`src/rtl/lfuc_pkg.sv`:
```
`default_nettype none

package lfuc_pkg;

	// Slot count and use counter width of the cache.
	localparam int CAPACITY = 16;
	localparam int USE_BITS = 16;

	// Fixed field widths.
	localparam int KEY_W   = 32;
	localparam int VAL_W   = 32;
	localparam int TOUCH_W = 32;
	localparam int CFG_W   = 5;

	// Derived widths: slot index, occupancy count, and a width wide enough
	// to compare the occupancy count against the capacity register.
	localparam int IDX_W = (CAPACITY > 1) ? $clog2(CAPACITY) : 1;
	localparam int CNT_W = $clog2(CAPACITY + 1);
	localparam int CMP_W = (CNT_W > CFG_W) ? CNT_W : CFG_W;

	localparam logic [CFG_W-1:0] CAP_RESET = CFG_W'(16);

	localparam logic ACT_GET = 1'b0;
	localparam logic ACT_PUT = 1'b1;

	typedef struct packed {
		logic [KEY_W-1:0]    key;
		logic [VAL_W-1:0]    value;
		logic [USE_BITS-1:0] use_cnt;
		logic [TOUCH_W-1:0]  last_touch;
	} entry_t;

	localparam int ENT_W = $bits(entry_t);

	typedef enum logic [1:0] {
		ST_IDLE,
		ST_SCAN,
		ST_FINISH
	} state_t;

	// Control into the compare unit, built by the top level from the sequencer.
	typedef struct packed {
		logic               clear;
		logic               eval;
		logic [IDX_W-1:0]   idx;
		logic               slot_valid;
		logic [KEY_W-1:0]   key;
		logic [TOUCH_W-1:0] touch_now;
	} scan_ctl_t;

	// Outcome of a full scan.
	typedef struct packed {
		logic             hit;
		logic [IDX_W-1:0] match_idx;
		entry_t           match_ent;
		logic             have_free;
		logic [IDX_W-1:0] free_idx;
		logic [IDX_W-1:0] victim_idx;
	} scan_res_t;

endpackage

`default_nettype wire

```
`src/rtl/lfuc_if.sv`:
```
`default_nettype none

interface lfuc_req_if;
	logic                      valid;
	logic                      ready;
	logic                      action;
	logic [lfuc_pkg::KEY_W-1:0] key;
	logic [lfuc_pkg::VAL_W-1:0] value;

	modport source (output valid, output action, output key, output value, input ready);
	modport sink   (input valid, input action, input key, input value, output ready);
endinterface

interface lfuc_rsp_if;
	logic                      valid;
	logic                      ready;
	logic                      hit;
	logic [lfuc_pkg::VAL_W-1:0] read_value;
	logic                      evicted;

	modport source (output valid, output hit, output read_value, output evicted, input ready);
	modport sink   (input valid, input hit, input read_value, input evicted, output ready);
endinterface

`default_nettype wire

```
`src/rtl/lfuc_ram.sv`:
```
`default_nettype none

module lfuc_ram #(
	parameter int WIDTH = 8,
	parameter int DEPTH = 16
) (
	input  wire logic                                    clk,
	input  wire logic                                    we,
	input  wire logic [((DEPTH > 1) ? $clog2(DEPTH) : 1)-1:0] waddr,
	input  wire logic [WIDTH-1:0]                        wdata,
	input  wire logic                                    re,
	input  wire logic [((DEPTH > 1) ? $clog2(DEPTH) : 1)-1:0] raddr,
	output logic      [WIDTH-1:0]                        rdata
);

	logic [WIDTH-1:0] mem [DEPTH];

	always_ff @(posedge clk) begin
		if (we) begin
			mem[waddr] <= wdata;
		end
		if (re) begin
			rdata <= mem[raddr];
		end
	end

endmodule

`default_nettype wire

```
`src/rtl/lfuc_scan.sv`:
```
`default_nettype none

// Compare unit shared by every slot of a scan: one slot per cycle is checked
// for a key match, for being free, and against the best victim so far.
module lfuc_scan (
	input  wire logic                clk,
	input  wire logic                arst_n,
	input  wire lfuc_pkg::scan_ctl_t ctl,
	input  wire lfuc_pkg::entry_t    ent,
	output lfuc_pkg::scan_res_t      res
);

	logic                           hit_q;
	logic                           free_q;
	logic                           found_q;
	logic [lfuc_pkg::IDX_W-1:0]     match_idx_q;
	lfuc_pkg::entry_t               match_ent_q;
	logic [lfuc_pkg::IDX_W-1:0]     free_idx_q;
	logic [lfuc_pkg::IDX_W-1:0]     best_idx_q;
	logic [lfuc_pkg::USE_BITS-1:0]  best_use_q;
	logic [lfuc_pkg::TOUCH_W-1:0]   best_age_q;

	logic [lfuc_pkg::TOUCH_W-1:0]   age;
	logic                           better;
	logic                           key_match;

	// Age wraps with the touch counter; a larger age is older.
	assign age       = ctl.touch_now - ent.last_touch;
	assign key_match = !hit_q && (ent.key == ctl.key);
	assign better    = !found_q || (ent.use_cnt < best_use_q) ||
	                   ((ent.use_cnt == best_use_q) && (age > best_age_q));

	always_ff @(posedge clk or negedge arst_n) begin
		if (!arst_n) begin
			hit_q   <= 1'b0;
			free_q  <= 1'b0;
			found_q <= 1'b0;
		end else if (ctl.clear) begin
			hit_q   <= 1'b0;
			free_q  <= 1'b0;
			found_q <= 1'b0;
		end else if (ctl.eval) begin
			if (ctl.slot_valid) begin
				if (key_match) begin
					hit_q <= 1'b1;
				end
				if (better) begin
					found_q <= 1'b1;
				end
			end else if (!free_q) begin
				free_q <= 1'b1;
			end
		end
	end

	always_ff @(posedge clk) begin
		if (ctl.eval) begin
			if (ctl.slot_valid) begin
				if (key_match) begin
					match_idx_q <= ctl.idx;
					match_ent_q <= ent;
				end
				if (better) begin
					best_idx_q <= ctl.idx;
					best_use_q <= ent.use_cnt;
					best_age_q <= age;
				end
			end else if (!free_q) begin
				free_idx_q <= ctl.idx;
			end
		end
	end

	always_comb begin
		res.hit        = hit_q;
		res.match_idx  = match_idx_q;
		res.match_ent  = match_ent_q;
		res.have_free  = free_q;
		res.free_idx   = free_idx_q;
		res.victim_idx = best_idx_q;
	end

endmodule

`default_nettype wire

```
`src/rtl/lfuc_seq.sv`:
```
`default_nettype none

// Sequencer: accepts a request, walks the slot RAM one address per cycle,
// then commits the write-back and the response.
module lfuc_seq (
	input  wire logic                clk,
	input  wire logic                arst_n,
	input  wire logic                req_valid,
	output logic                     req_ready,
	input  wire logic                last_eval,
	input  wire logic                rsp_busy,
	output logic                     accept,
	output logic                     issue,
	output logic                     finish_go,
	output logic [lfuc_pkg::IDX_W-1:0] rd_addr
);

	lfuc_pkg::state_t             state_q, state_d;
	logic [lfuc_pkg::CNT_W-1:0]   cnt_q;

	always_comb begin
		state_d = state_q;
		case (state_q)
			lfuc_pkg::ST_IDLE: begin
				if (req_valid) begin
					state_d = lfuc_pkg::ST_SCAN;
				end
			end
			lfuc_pkg::ST_SCAN: begin
				if (last_eval) begin
					state_d = lfuc_pkg::ST_FINISH;
				end
			end
			lfuc_pkg::ST_FINISH: begin
				if (!rsp_busy) begin
					state_d = lfuc_pkg::ST_IDLE;
				end
			end
			default: begin
				state_d = lfuc_pkg::ST_IDLE;
			end
		endcase
	end

	always_comb begin
		req_ready = 1'b0;
		issue     = 1'b0;
		finish_go = 1'b0;
		case (state_q)
			lfuc_pkg::ST_IDLE: begin
				req_ready = 1'b1;
			end
			lfuc_pkg::ST_SCAN: begin
				issue = (cnt_q < lfuc_pkg::CNT_W'(lfuc_pkg::CAPACITY));
			end
			lfuc_pkg::ST_FINISH: begin
				finish_go = !rsp_busy;
			end
			default: begin
				req_ready = 1'b0;
			end
		endcase
	end

	assign accept  = req_ready && req_valid;
	assign rd_addr = cnt_q[lfuc_pkg::IDX_W-1:0];

	always_ff @(posedge clk or negedge arst_n) begin
		if (!arst_n) begin
			state_q <= lfuc_pkg::ST_IDLE;
			cnt_q   <= '0;
		end else begin
			state_q <= state_d;
			if (accept) begin
				cnt_q <= '0;
			end else if (issue) begin
				cnt_q <= cnt_q + lfuc_pkg::CNT_W'(1);
			end
		end
	end

endmodule

`default_nettype wire

```
`src/rtl/lfu_cache_lru_tiebreak.sv`:
```
`default_nettype none

// Channel     Direction  Transfer condition        Payload
// req         in         req.valid && req.ready    action, key, value
// rsp         out        rsp.valid && rsp.ready    hit, read_value, evicted
// cfg_we      in         cfg_we high at clk edge   cfg_wdata (capacity_in_use)
//
// A request is first transferred, then every slot is streamed out of the
// slot RAM through the one compare unit, and last the block writes back
// and loads the response register.
// The block is ready only while idle. Reset clears the valid bits, the touch
// counter, the occupancy count and sets the capacity register to 16; the RAM
// contents are not cleared. A response that is not taken holds the
// write-back cycle until the response register frees up.
module lfu_cache_lru_tiebreak (
	input  wire logic                          clk,
	input  wire logic                          arst_n,
	input  wire logic                          cfg_we,
	input  wire logic [lfuc_pkg::CFG_W-1:0]    cfg_wdata,
	lfuc_req_if.sink                           req,
	lfuc_rsp_if.source                         rsp
);

	// Request held for the whole scan.
	logic                           act_q;
	logic [lfuc_pkg::KEY_W-1:0]     key_q;
	logic [lfuc_pkg::VAL_W-1:0]     val_q;

	// Block state outside the slot RAM.
	logic [lfuc_pkg::CFG_W-1:0]     cap_q;
	logic [lfuc_pkg::TOUCH_W-1:0]   touch_q;
	logic [lfuc_pkg::CNT_W-1:0]     occ_q;
	logic [lfuc_pkg::CAPACITY-1:0]  valid_q;

	// Response register.
	logic                           rsp_valid_q;
	logic                           rsp_hit_q;
	logic [lfuc_pkg::VAL_W-1:0]     rsp_value_q;
	logic                           rsp_evicted_q;

	// Read pipeline: the slot whose RAM data arrives this cycle.
	logic                           eval_s1;
	logic [lfuc_pkg::IDX_W-1:0]     eval_idx_s1;

	logic                           accept;
	logic                           issue;
	logic                           finish_go;
	logic                           last_eval;
	logic [lfuc_pkg::IDX_W-1:0]     rd_addr;
	logic [lfuc_pkg::ENT_W-1:0]     rd_data;
	lfuc_pkg::entry_t               rd_ent;

	lfuc_pkg::scan_ctl_t            scan_ctl;
	lfuc_pkg::scan_res_t            scan_res;

	logic [lfuc_pkg::CMP_W-1:0]     cap_ext;
	logic [lfuc_pkg::CMP_W-1:0]     cap_eff;
	logic                           is_put;
	logic                           full;
	logic                           wr_en;
	logic                           fill;
	logic [lfuc_pkg::IDX_W-1:0]     wr_idx;
	lfuc_pkg::entry_t               wr_ent;
	logic [lfuc_pkg::TOUCH_W-1:0]   touch_next;

	lfuc_seq u_seq (
		.clk       (clk),
		.arst_n    (arst_n),
		.req_valid (req.valid),
		.req_ready (req.ready),
		.last_eval (last_eval),
		.rsp_busy  (rsp_valid_q && !rsp.ready),
		.accept    (accept),
		.issue     (issue),
		.finish_go (finish_go),
		.rd_addr   (rd_addr)
	);

	lfuc_ram #(
		.WIDTH (lfuc_pkg::ENT_W),
		.DEPTH (lfuc_pkg::CAPACITY)
	) u_ram (
		.clk   (clk),
		.we    (wr_en),
		.waddr (wr_idx),
		.wdata (wr_ent),
		.re    (issue),
		.raddr (rd_addr),
		.rdata (rd_data)
	);

	assign rd_ent    = rd_data;
	assign last_eval = eval_s1 && (eval_idx_s1 == lfuc_pkg::IDX_W'(lfuc_pkg::CAPACITY - 1));

	always_comb begin
		scan_ctl.clear      = accept;
		scan_ctl.eval       = eval_s1;
		scan_ctl.idx        = eval_idx_s1;
		scan_ctl.slot_valid = valid_q[eval_idx_s1];
		scan_ctl.key        = key_q;
		scan_ctl.touch_now  = touch_q;
	end

	lfuc_scan u_scan (
		.clk    (clk),
		.arst_n (arst_n),
		.ctl    (scan_ctl),
		.ent    (rd_ent),
		.res    (scan_res)
	);

	// Effective capacity is the register clamped to 1..CAPACITY.
	assign cap_ext = lfuc_pkg::CMP_W'(cap_q);
	always_comb begin
		if (cap_q == '0) begin
			cap_eff = lfuc_pkg::CMP_W'(1);
		end else if (cap_ext > lfuc_pkg::CMP_W'(lfuc_pkg::CAPACITY)) begin
			cap_eff = lfuc_pkg::CMP_W'(lfuc_pkg::CAPACITY);
		end else begin
			cap_eff = cap_ext;
		end
	end

	assign is_put     = (act_q == lfuc_pkg::ACT_PUT);
	assign full       = (lfuc_pkg::CMP_W'(occ_q) >= cap_eff) || !scan_res.have_free;
	assign wr_en      = finish_go && (scan_res.hit || is_put);
	assign fill       = finish_go && is_put && !scan_res.hit && !full;
	assign touch_next = touch_q + lfuc_pkg::TOUCH_W'(1);

	// A hit bumps the count (saturating) and recency of the matched slot; a put
	// miss writes a fresh entry into the free slot or over the victim.
	always_comb begin
		if (scan_res.hit) begin
			wr_idx         = scan_res.match_idx;
			wr_ent.key     = scan_res.match_ent.key;
			wr_ent.value   = is_put ? val_q : scan_res.match_ent.value;
			wr_ent.use_cnt = (scan_res.match_ent.use_cnt == '1) ?
			                 scan_res.match_ent.use_cnt :
			                 scan_res.match_ent.use_cnt + lfuc_pkg::USE_BITS'(1);
		end else begin
			wr_idx         = full ? scan_res.victim_idx : scan_res.free_idx;
			wr_ent.key     = key_q;
			wr_ent.value   = val_q;
			wr_ent.use_cnt = lfuc_pkg::USE_BITS'(1);
		end
		wr_ent.last_touch = touch_next;
	end

	always_ff @(posedge clk) begin
		if (accept) begin
			act_q <= req.action;
			key_q <= req.key;
			val_q <= req.value;
		end
		eval_idx_s1 <= rd_addr;
		if (finish_go) begin
			rsp_hit_q     <= scan_res.hit;
			rsp_value_q   <= (!is_put && scan_res.hit) ? scan_res.match_ent.value : '0;
			rsp_evicted_q <= is_put && !scan_res.hit && full;
		end
	end

	always_ff @(posedge clk or negedge arst_n) begin
		if (!arst_n) begin
			cap_q       <= lfuc_pkg::CAP_RESET;
			touch_q     <= '0;
			occ_q       <= '0;
			valid_q     <= '0;
			eval_s1     <= 1'b0;
			rsp_valid_q <= 1'b0;
		end else begin
			if (cfg_we) begin
				cap_q <= cfg_wdata;
			end
			eval_s1 <= issue;
			if (wr_en) begin
				touch_q         <= touch_next;
				valid_q[wr_idx] <= 1'b1;
			end
			if (fill) begin
				occ_q <= occ_q + lfuc_pkg::CNT_W'(1);
			end
			if (finish_go) begin
				rsp_valid_q <= 1'b1;
			end else if (rsp.ready) begin
				rsp_valid_q <= 1'b0;
			end
		end
	end

	assign rsp.valid      = rsp_valid_q;
	assign rsp.hit        = rsp_hit_q;
	assign rsp.read_value = rsp_value_q;
	assign rsp.evicted    = rsp_evicted_q;

endmodule

`default_nettype wire

```
`src/flat_wrapper.sv`:
```
// flat-port wrapper written by rule: the top's interface ports become plain ports
module lfu_cache_lru_tiebreak_flat 
  (clk, arst_n, cfg_we, cfg_wdata, req_valid, req_action, req_key, req_value, req_ready, rsp_valid, rsp_hit, rsp_read_value, rsp_evicted, rsp_ready);
  lfuc_req_if req_i ();
  lfuc_rsp_if rsp_i ();
  input  wire logic clk;
  input  wire logic arst_n;
  input  wire logic cfg_we;
  input  wire logic [lfuc_pkg::CFG_W-1:0] cfg_wdata;
  input wire logic [$bits(req_i.valid)-1:0] req_valid;
  input wire logic [$bits(req_i.action)-1:0] req_action;
  input wire logic [$bits(req_i.key)-1:0] req_key;
  input wire logic [$bits(req_i.value)-1:0] req_value;
  output wire logic [$bits(req_i.ready)-1:0] req_ready;
  output wire logic [$bits(rsp_i.valid)-1:0] rsp_valid;
  output wire logic [$bits(rsp_i.hit)-1:0] rsp_hit;
  output wire logic [$bits(rsp_i.read_value)-1:0] rsp_read_value;
  output wire logic [$bits(rsp_i.evicted)-1:0] rsp_evicted;
  input wire logic [$bits(rsp_i.ready)-1:0] rsp_ready;
  assign req_i.valid = req_valid;
  assign req_i.action = req_action;
  assign req_i.key = req_key;
  assign req_i.value = req_value;
  assign req_ready = req_i.ready;
  assign rsp_valid = rsp_i.valid;
  assign rsp_hit = rsp_i.hit;
  assign rsp_read_value = rsp_i.read_value;
  assign rsp_evicted = rsp_i.evicted;
  assign rsp_i.ready = rsp_ready;
  lfu_cache_lru_tiebreak u_core (.clk(clk), .arst_n(arst_n), .cfg_we(cfg_we), .cfg_wdata(cfg_wdata), .req(req_i), .rsp(rsp_i));
endmodule
```
`config.mk`:
```
export PLATFORM = sky130hd
export DESIGN_NAME = lfu_cache_lru_tiebreak_flat
export DESIGN_NICKNAME = d
export VERILOG_FILES = /design/src/rtl/lfuc_pkg.sv /design/src/rtl/lfuc_if.sv /design/src/rtl/lfuc_ram.sv /design/src/rtl/lfuc_scan.sv /design/src/rtl/lfuc_seq.sv /design/src/rtl/lfu_cache_lru_tiebreak.sv /design/src/flat_wrapper.sv
export SDC_FILE = /design/constraint.sdc
export NUM_CORES = 2
export LEC_CHECK = 0
export BUFFER_PORTS_ARGS = -buffer_cell sky130_fd_sc_hd__buf_2
export CORE_MARGIN = 2
export CORE_UTILIZATION = 55
export DETAILED_ROUTE_END_ITERATION = 8
export PLACE_DENSITY = 0.71
export SLEW_MARGIN = 20
export SYNTH_ARGS = -nofsm -noshare
export SYNTH_HDL_FRONTEND = slang
export SYNTH_SLANG_ARGS = --single-unit
```
`constraint.sdc`:
```
create_clock -name clk -period 16.6 [get_ports clk]
set_clock_uncertainty 0.05 [all_clocks]
set_input_delay 3.32 -clock clk [delete_from_list [all_inputs] [get_ports clk]]
set_output_delay 3.32 -clock clk [all_outputs]
set_load 0.02 [all_outputs]
```
==> results_dict.tcl <==
set metrics [dict create \
    r2r_end "u_core.u_scan.best_use_q[7]$_DFFE_PP_" \
    cp.arrival_ns 7.74 \
    portBuffers 110 \
    clk_latency_ns 0.84 \
    fp.dieW_um 399.8 \
    ys_seq_area_share_pct 76.81 \
    met1_length_um 76390 \
    synth.net_count 4012 \
    clock-sinks 2217 \
    setup_ws_ns 9.233 \
    synth_top_cells_by_count "edfxtp_1, mux4_2, inv_1" \
    core_sq_um 155800 \
    mappedNetlistArea_sq_um 86170 \
    cp-end-kind "register" \
    crit_slowest_cell "buf_4" \
    reg2regPathDepth 17 \
    ys_async_sr_fraction_pct 3.157 \
    crit_cells 12 \
    cp_max_fo 47 \
    post-place-cells 5936 \
    yosys.area.top_type_share_pct 74.68 \
    worstSetupPathType "in2reg" \
    layout-drive-gt1-share_pct 27.82 \
    post_cts_resized 0 \
    rsz0062_at_grt "false" \
    power_density_nw_per_um2 138.5 \
    fmax_mhz 135.7 \
    cts_buffers 211 \
    max_stage_delay_ns 0.82 \
    post-synth-top-count-cell "edfxtp_1" \
    htree_levels 4 \
    drtIter0Drc 4295 \
    fillerInstances 10210 \
    synth.avg_cell_area_sq_um 22.39 \
    n_antenna_cell 0 \
    grt_antenna_before_repair 10 \
    cts_root_buf "clkbuf_16" \
    synth_area_leaders "edfxtp_1, mux4_2, dfrtp_1, ha_1, mux2_2" \
    drv_cap 0 \
    irDropWorstVdd_v 0.0001437 \
    period_needed_ns 7.367 \
    ys_seq_elements 2217 \
    io_pins 111 \
    postCtsSetupBuffers 0 \
    first_pass_iters 5 \
    gr-total-overflow 0 \
    required_ns 16.97 \
    nets 4256 \
    finalNonFillerCells 6328 \
    rows 145 \
    highest_layer "met5" \
    ys_warn_count 0 \
    tightest_slew_ns 1.108 \
    synth_top_cell_by_area "edfxtp_1" \
    via_per_inst 6.244 \
    path_common_cell "buf_4" \
    gp_congestion 0.7652 \
    setup_viol 0 \
    vias 39510 \
    setup_tns_ns 0 \
    hpwlAfterDp_um 94500 \
    post_drt_wl_per_cell_um 28.52 \
    cts_tree "done" \
    dr_wl_met3_um 13850 \
    path_clk_slew_ns 0.06 \
    worstHoldPathCells 0 \
    antenna_left 0 \
    p_leak_nw 31.22 \
    cts_hold_buf 0 \
    die_area_sq_um 159900 \
    grt_pass1_wl_um 265400 \
    clk_path_buf_depth 3 \
    r2r_setup_slack_ns 10.99 \
    cp_num_buf_inv 6 \
    timing.rr.start "u_core.touch_q[0]$_DFFE_PN0P_" \
    initial_utilization_pct 55.29 \
    final_hold_viol_count 0 \
    area_growth_pct 11.81 \
    synthCells 3848 \
    hold_class "reg2reg" \
    drc 0 \
    crit_family "buffers and inverters" \
    slew_viol_final 0 \
    critical_path.cell_chain "buf_2 -> nand2b_1 -> nand2b_1 -> inv_2 -> buf_4 -> o21ai_2 -> nor2_1 -> a21oi_1 -> buf_4 -> nor2_4 -> buf_4 -> buf_4" \
    start_kind "input port" \
    holdCritStartpoint "u_core.u_ram.rdata[62]$_DFFE_PP_" \
    synth_edf_count 2143 \
    grt_util_all_layers_pct 22.87 \
    wl_met2_um 86920 \
    dp_slack_ns 8.309 \
    grt_pass1_vias 39890 \
    relSlewSlack_pct 25.89 \
    ys_types 81 \
    grt_max_degree 117 \
    fin_util_pct 61.82 \
    total_power_w 0.01335 \
    synthFlopType "edfxtp_1" \
    dieHeight_um 399.8 \
    period_share_pct 44.38 \
    drt-total-wl_um 180500 \
    status "completed" \
    min_to "u_core.u_scan.res[71]$_DFFE_PP_" \
]
## report_power, final
part / total (W) / internal [W] / switching [W]
Clock: 0.00465 / 0.00264 / 0.00201
Combinational: 0.00240 / 0.00135 / 0.00105
Sequential: 0.00630 / 0.00618 / 0.000120
Total: 0.0133 / 0.0102 / 0.00318
## routing by layer
metal / up-vias / track usage (%)
met2: 1562 / 35.48
met3: 243 / 4.421
met5: - / 0
met4: 8 / 5.216
met1: 21160 / 34.28
li1: 16540 / -
## area by class of cell
cell class	instances	area, sq um	share of cell area [%]
Tap cell	2058	2575	2.673
Sequential cell	2217	66200	68.71
Clock inverter	113	1074	1.114
Multi-Input combinational cell	1382	19290	20.02
Timing Repair Buffer	184	1220	1.266
Clock buffer	278	5627	5.840
Inverter	96	360.3	0.3740
## worst max-delay path by stage
stage	slack, ns	from	endpoint
final	9.23	rsp_ready	u_core.u_ram.mem[12][4]$_DFFE_PP_
after global routing	8.95	rsp_ready	u_core.u_ram.mem[12][4]$_DFFE_PP_
after CTS	9.16	rsp_ready	u_core.u_ram.mem[12][4]$_DFFE_PP_
after detailed placement	8.31	rsp_ready	u_core.u_ram.mem[12][95]$_DFFE_PP_
after global placement	8.38	rsp_ready	u_core.u_ram.mem[12][51]$_DFFE_PP_
after floorplan	6.29	u_core.u_seq.state_q[1]$_DFFE_PN0P_	u_core.u_seq.cnt_q[3]$_DFFE_PN0P_
## worst register-to-register path: stages, from the launching register on
cell       delay [ns]
dfrtp_1          0.38
inv_1            0.29
ha_1             0.35
fa_1             0.45
nor2b_4          0.15
o2111ai_1        0.15
a21oi_1          0.33
a21oi_2          0.14
o21ai_2          0.21
a31o_1           0.25
o22ai_1          0.13
a311o_1          0.36
ha_1             0.29
nand4_1          0.13
nor4_1           0.59
a21oi_1          0.22
o22ai_4          0.15
buf_4            0.61
## state kept, by name (all words and copies together) (netlist names), 2 cells and up
name and cells:
u_core.cap_ext 5, u_core.eval_idx_s1 4, u_core.key_q 32, u_core.occ_q 5, u_core.rsp.read_value 32, u_core.touch_q 32
u_core.u_ram.mem 1792, u_core.u_ram.rdata 112, u_core.u_scan.best_age_q 32, u_core.u_scan.best_idx_q 4, u_core.u_scan.best_use_q 16, u_core.u_scan.free_idx_q 4
u_core.u_scan.match_idx_q 4, u_core.u_scan.res 80, u_core.u_seq.cnt_q 5, u_core.u_seq.state_q 2, u_core.val_q 32, u_core.valid_q 16
## layout by cell type (no fill, tap or decap), types with 33 or more instances in the layout
master / netlist / layout
and2_1: 34 / 34
a21oi_1: 45 / 42
clkinv_1: 1 / 53
a21o_1: 33 / 33
mux2_2: 73 / 73
ha_1: 88 / 88
edfxtp_1: 2143 / 2143
mux4_2: 565 / 565
inv_1: 95 / 94
clkbuf_1: 75 / 62
clkbuf_16: 0 / 215
xor2_1: 68 / 60
nand2_1: 66 / 66
buf_2: 52 / 109
buf_4: 0 / 66
xnor2_1: 68 / 59
dfrtp_1: 69 / 64
nor2_1: 88 / 69
## kinds of logic after synthesis
logic type                 synth area share [%]
xor gates and xnor gates                  1.382
DFF                                       76.81
adders and majority gates                 1.301
muxes                                     15.76
buffers and inverters                     1.169
and+or+nand+nor                           2.031
AOI/OAI and AO/OA                         1.554
## per-stage QoR
stage                     hold WS (ns)  instance area [sq um]
after global routing            0.3718                  96350
after global placement          0.3523                  89480
final                           0.3657                  96350
after floorplan                 0.2954                  86170
after CTS                       0.3661                  96210
after detailed placement        0.3554                  89510
(Power assumes the default switching activity.)
